## src/hdl/dod_div.sv

```systemverilog
// ----------------------------------------------------------------------------
// dod_div
// pipelined restoring divider, one quotient bit per stage, shared divisor
// ----------------------------------------------------------------------------
module dod_div #(
    parameter int LANES = 1,
    parameter int NW    = 64,
    parameter int DW    = 32,
    parameter int QW    = 32,
    parameter int SW    = 1
) (
    input  logic                      clk,
    input  logic                      en,
    input  logic [LANES-1:0][NW-1:0]  num,
    input  logic [DW-1:0]             den,
    input  logic [SW-1:0]             side_in,
    output logic [LANES-1:0][QW-1:0]  quo,
    output logic [SW-1:0]             side_out
);

    logic [DW-1:0] r_reg    [QW][LANES];
    logic [QW-1:0] low_reg  [QW][LANES];
    logic [QW-1:0] q_reg    [QW][LANES];
    logic [DW-1:0] d_reg    [QW];
    logic [SW-1:0] side_reg [QW];

    logic [DW-1:0] r_in      [QW][LANES];
    logic [QW-1:0] low_in    [QW][LANES];
    logic [QW-1:0] q_in      [QW][LANES];
    logic [DW-1:0] d_in      [QW];
    logic [DW:0]   cand      [QW][LANES];
    logic          ge        [QW][LANES];
    logic [DW-1:0] r_next    [QW][LANES];
    logic [SW-1:0] side_next [QW];

    always_comb
    begin
        d_in[0]      = den;
        side_next[0] = side_in;
        for (int l = 0; l < LANES; l++)
        begin
            r_in[0][l]   = DW'(num[l][NW-1:QW]);
            low_in[0][l] = num[l][QW-1:0];
            q_in[0][l]   = '0;
        end
        for (int k = 1; k < QW; k++)
        begin
            d_in[k]      = d_reg[k-1];
            side_next[k] = side_reg[k-1];
            for (int l = 0; l < LANES; l++)
            begin
                r_in[k][l]   = r_reg[k-1][l];
                low_in[k][l] = low_reg[k-1][l];
                q_in[k][l]   = q_reg[k-1][l];
            end
        end
        for (int k = 0; k < QW; k++)
        begin
            for (int l = 0; l < LANES; l++)
            begin
                cand[k][l] = {r_in[k][l], low_in[k][l][QW-1]};
                ge[k][l]   = cand[k][l] >= {1'b0, d_in[k]};
                if (ge[k][l])
                begin
                    r_next[k][l] = DW'(cand[k][l] - {1'b0, d_in[k]});
                end
                else
                begin
                    r_next[k][l] = cand[k][l][DW-1:0];
                end
            end
        end
    end

    always_ff @(posedge clk)
    begin
        if (en)
        begin
            for (int k = 0; k < QW; k++)
            begin
                d_reg[k]    <= d_in[k];
                side_reg[k] <= side_next[k];
                for (int l = 0; l < LANES; l++)
                begin
                    r_reg[k][l]   <= r_next[k][l];
                    low_reg[k][l] <= {low_in[k][l][QW-2:0], 1'b0};
                    q_reg[k][l]   <= {q_in[k][l][QW-2:0], ge[k][l]};
                end
            end
        end
    end

    always_comb
    begin
        for (int l = 0; l < LANES; l++)
        begin
            quo[l] = q_reg[QW-1][l];
        end
    end

    assign side_out = side_reg[QW-1];

endmodule

```

## config.mk

```make
export PLATFORM = sky130hd
export DESIGN_NAME = dod_div
export DESIGN_NICKNAME = d
export VERILOG_FILES = /design/src/hdl/dod_div.sv
export SDC_FILE = /design/constraint.sdc
export NUM_CORES = 2
export LEC_CHECK = 0
export BUFFER_PORTS_ARGS = -buffer_cell sky130_fd_sc_hd__buf_4
export CAP_MARGIN = 0
export CORE_MARGIN = 4
export CORE_UTILIZATION = 35
export CTS_CLUSTER_SIZE = 28
export DETAILED_ROUTE_END_ITERATION = 10
export PLACE_DENSITY = 0.59
export SYNTH_ARGS = -nofsm -noshare
export SYNTH_HDL_FRONTEND = slang
export SYNTH_MEMORY_MAX_BITS = 65536
export SYNTH_SLANG_ARGS = --single-unit
```

## constraint.sdc

```tcl
create_clock -name clk -period 6.9 [get_ports clk]
set_input_delay 1.38 -clock clk [delete_from_list [all_inputs] [get_ports clk]]
set_output_delay 1.38 -clock clk [all_outputs]
set_load 0.005 [all_outputs]
```

After elaboration in Yosys (flattened, before gate mapping)
Memories as Yosys holds them, arrays and structs flattened.
Cells that the tools add are included.
{"block": "op_classes", "n_lt_le_gt_ge": 32, "mux": 34, "addsub": 32}
{"cell": "33-bit by 32-bit >= comparator with 1-bit output", "n": 32}
{"cell": "32-bit 2-to-1 mux", "n": 32}
{"cell": "32-bit subtractor", "n": 32}
{"cell": "1-bit 2-to-1 mux", "n": 2}
{"block": "word_totals", "mem_count": 5, "output_inout_bits": 33, "input_bits": 99, "register_bits": 0, "elab_cells": 103, "ramBits": 4096}
{"memory": "d_reg", "depth": 32, "width": 32, "read_ports": 31, "rd_ports_with_merged_regs": 0, "write_ports": 32, "line_no": "24", "rtl": "logic [DW-1:0] d_reg [QW];"}
{"memory": "q_reg", "depth": 32, "width": 32, "read_ports": 32, "rd_ports_with_merged_regs": 0, "write_ports": 32, "line_no": "23", "rtl": "logic [QW-1:0] q_reg [QW][LANES];"}
{"memory": "r_reg", "depth": 32, "width": 32, "read_ports": 31, "rd_ports_with_merged_regs": 0, "write_ports": 32, "line_no": "21", "rtl": "logic [DW-1:0] r_reg [QW][LANES];"}
{"memory": "low_reg", "depth": 32, "width": 31, "read_ports": 31, "rd_ports_with_merged_regs": 0, "write_ports": 32, "line_no": "22", "rtl": "logic [QW-1:0] low_reg [QW][LANES];"}
{"memory": "side_reg", "depth": 32, "width": 1, "read_ports": 32, "rd_ports_with_merged_regs": 0, "write_ports": 32, "line_no": "25", "rtl": "logic [SW-1:0] side_reg [QW];"}

Longest topological paths before layout
An unclocked memory read counts as a cell.
{"block": "logic_depth", "word_depth": 3, "ltp_mapped": 16, "depth_no_buf": 13}

Worst setup path before layout
Ideal clock, no wire load.
{"block": "synth_timing", "path_type": "in2reg", "start": "input den[6]", "end": "memory r_reg[0][24] (netlist bit) (data pin)", "t_arrival_ns": 4.089, "slack_ns": 2.552, "required_ns": 6.640, "setup_time_ns": 0.260, "path_stages": 13, "path_cell_list": "inv_1 > ha_1 > a21o_1 > or3_1 > o21ai_0 > a21oi_1 > a21oi_1 > o21ai_1 > a311oi_1 > o21bai_1 > a31oi_4 > buf_4 > mux2_2"}
{"item": "start, declared", "line_no": "15", "rtl": "input logic [DW-1:0] den,"}
{"item": "end, declared", "line_no": "21"}

==> metrics.md <==
| Metric | Value |
|---|---|
| Sequential cell fraction of total power | approximately a third |
| Final Max Tran Viols | 0 |
| Die width | just under 700 um |
| Area added between synthesis and finish | 12.8% |
| Post-Syn Nets | between 10k and 15k |
| PortBufs | 131 |
| Total GRT Usage | approximately 15% |
| Global Route met1 Usage | roughly a fifth |
| Clock share of power | between 20% and 30% |
| Pwr Density | ~470 mW/mm^2 |
| Startpoint Class | primary input |
| Bufs and invs on worst path | 2 |
| Synthesis Warnings | 0 |
| Routed Antenna Nets | 0 |
| Initial Utilization | about a third |
| Leakage Power | 70.3 nW |
| Delay of the slowest critical-path stage | ~500 ps |
| Clk Latency, worst-skew pair | 940 ps |
| Final period utilization | about two thirds |
| Achievable Freq | 222 MHz |
| Routed len/inst | about 18 um |
| Post-DP HPWL | 260000 um |
| Clock skew | 60.3 ps |
| Root buffer cell | clkbuf_16 |
| Die height | roughly 680 um |
| CP cell instances | buf_4, ha_1, a21o_1, or3_1, o21ai_0, a21oi_1, a21oi_1, o21ai_1, a311oi_1, o21bai_1, a31oi_4, buf_4, mux2_2 |
| Core Region | 0.448 sq mm |
| Slew HR | between 20% and 30% |
| Largest net degree at the start of global routing | between 150 and 200 |
| Postcts setup bufs | 0 |
| Share of cells above drive strength 1 | 10.4% |
| Vias in the first global route | around 96k |
| Number of synthesized register bits | between 3k and 4k |
| Clock Sinks | between 3k and 4k |
| Sequential fraction of the synthesis area | roughly 58% |
| Placer Congestion | ~0.89 |
| Internal power | between 0.05 and 0.06 W |
| Met2 Resource Use GR | 26.3% |
| Critical path type | in -> reg |
| TritonCTS clock tree | built |
| Total CTS buffers | ~350 |
| Switch share | 36.1% |
| Worst hold path class | reg -> reg |
| RSZ-0062 raised after global routing | false |
| Tmin final | about 4500 ps |
| Layout Nets | approximately 14k |
| Ports | 132 |
| Routed WL | 353000 um |
| Layout Utilization | 39.6% |
| Htree depth | 5 |
| Synth Cell Area | between 0.15 and 0.2 sq mm |
| Slowest-stage cell, CP | a31oi_4 |
| Row count | 246 |
| Die area | around 0.46 sq mm |
| Comb pwr share | between 40% and 50% |
| Main synth FF type | edfxtp_1 |
| DRT Pass-1 Iters | 6 |
| First-pass GRT wire length | approximately 550000 um |
| # DRC | 0 |
| WP data arrival | 5200 ps |
| IR drop worst, VDD | roughly 240 uV |
| Max clock buf depth | 4 |
| Routed via count | around 98k |
| Worst EP required | 7590 ps |
| Synthesized area per cell | 12.2 sq um |
| Vias per cell | around 5 |
| Antenna violations before repair | 14 |
| Number of synthesized flops with an enable pin | between 3k and 4k |
| Final Hold Vio Count | 0 |
| CTS resizes | 0 |
| FFs w/ async S/R, synth | 0% |
| Overflow after GRT | 0 |
| Setup-failing EPs final | 0 |
| Reg clk slew, reported paths | roughly 60 ps |
| Setup crit end kind | register |
| Slew @ Worst Pin | 1200 ps |
| Syn Inst Count | about 13k |
| Total of max-cap violations | 0 |
| Hold_buf cts | 0 |
| DRT iter0 DRCs | approximately 6.7k |
| Status | completed |
| GRT Max-Usage Layer | met2 |
| CP max FO | 21 |
| CP top delay family | compound AO/OA/AOI/OAI gates |
| Setup TNS | 0 ps |
| Synth unique cells | 100 |
| GRT met3 Usage | ~1.7% |
| Psw | a little over 0.03 W |
[metrics by stage]
stage / area (sq um) / worst slack (ps) / power [W] / cells / hold WS (ps)
floorplan: 157000 / 2550 / 0.0558 / 12923 / 400
global route: 178000 / 2210 / 0.0899 / 19436 / 393
detailed placement: 166000 / 1490 / 0.0651 / 18782 / 405
global placement: 166000 / 1380 / 0.0649 / 18782 / 400
finish: 178000 / 2390 / 0.0840 / 19439 / 387
CTS: 178000 / 2490 / 0.0848 / 19434 / 375
[power groups by stage]
| stage | logic (W) | clock network, W | registers (W) |
|---|---|---|---|
| 2_1_floorplan | 0.0277 | 0 | 0.0281 |
| 3_3_place_gp | 0.0351 | 0 | 0.0297 |
| 3_5_place_dp | 0.0354 | 0 | 0.0297 |
| 4_1_cts | 0.0357 | 0.0198 | 0.0294 |
| 5_1_grt | 0.0397 | 0.0206 | 0.0297 |
| 6_report | 0.0357 | 0.0191 | 0.0293 |
[placed cells by master (no fill, tap or decap), drive strengths merged, types with 57 or more instances in the layout]
master  count
nor2      726
nor3      127
buf       205
o21ai     693
a31oi     105
clkinv    149
and3       97
o21a      150
ha       1024
nor2b     153
o31ai      57
xnor2     509
mux2      541
edfxtp   3040
xor2      311
clkbuf    410
nand2     752
a211oi     72
nand3     180
a21o      568
nand2b    130
a21oi    1044
o21bai    142
mux2i      60
nand4     182
inv      1283
[synthesized netlist by cell type, types with 33 or more instances]
| library cell | instances | area share, % |
|---|---|---|
| nor2b_1 | 153 | 0.61 |
| o21bai_1 | 142 | 0.68 |
| a31oi_1 | 103 | 0.41 |
| and2_1 | 33 | 0.13 |
| nand2b_1 | 130 | 0.52 |
| o21a_1 | 150 | 0.72 |
| nand4_1 | 182 | 0.72 |
| mux2i_1 | 60 | 0.38 |
| inv_1 | 1269 | 3.0 |
| ha_1 | 1024 | 8.1 |
| edfxtp_1 | 3040 | 58 |
| xnor2_1 | 509 | 2.8 |
| mux2_2 | 541 | 3.9 |
| buf_2 | 57 | 0.18 |
| o21ai_0 | 670 | 2.1 |
| nor4_1 | 48 | 0.19 |
| o31a_1 | 41 | 0.23 |
| nand3_1 | 180 | 0.57 |
| o31ai_1 | 54 | 0.26 |
| nand2_1 | 752 | 1.8 |
| o211ai_1 | 40 | 0.19 |
| a21oi_1 | 1041 | 3.3 |
| a211oi_1 | 70 | 0.33 |
| xor2_1 | 311 | 1.7 |
| nor2_1 | 726 | 1.7 |
| or3_1 | 37 | 0.15 |
| and3_1 | 97 | 0.39 |
| a21o_1 | 568 | 2.7 |
| clkbuf_1 | 213 | 0.51 |
| nor3_1 | 127 | 0.40 |
[cell families (layout without fill, tap and decap cells)]
logic type	after synthesis	after routing	share of synthesized area, %
adders and majority gates	1055	1055	8.53
xor gates and xnor gates	820	820	4.56
and+or+nand+nor	2591	2591	7.83
muxes	601	601	4.25
buffers and inverters	1570	2129	3.82
other	0	5	0
DFF	3040	3040	58.0
AOI/OAI and AO/OA	3246	3246	13.0
[worst paths after layout]
check / from / depth (start not counted) / slack, ps / end
worst max-delay path: num[37] / 13 / 2390 / r_reg[0][2]$_DFFE_PP_
worst max register to register: r_reg[0][137]$_DFFE_PP_ / 11 / 2410 / r_reg[0][164]$_DFFE_PP_
worst min-delay path: low_reg[1][153]$_DFFE_PP_ / 0 / 390 / low_reg[1][185]$_DFFE_PP_
worst min register to register: low_reg[1][153]$_DFFE_PP_ / 0 / 390 / low_reg[1][185]$_DFFE_PP_
[layout make-up]
cell class,instances,area [sq um]
antenna,5,12.5
clock buffer,410,9130
clock inverter,242,2810
fill,42493,271000
inverter,1272,4770
multi-input combinational,8313,60400
sequential,3040,91300
tap,5952,7450
timing repair buffer,205,1850
[routing by layer]
metal  wire length (um)  up-vias
met2             176000     1837
met3              13400      595
met4              11700        0
li1                   -    48422
met5                  0        -
met1             152000    47025
No activity file was read; power rests on OpenSTA's default activity.
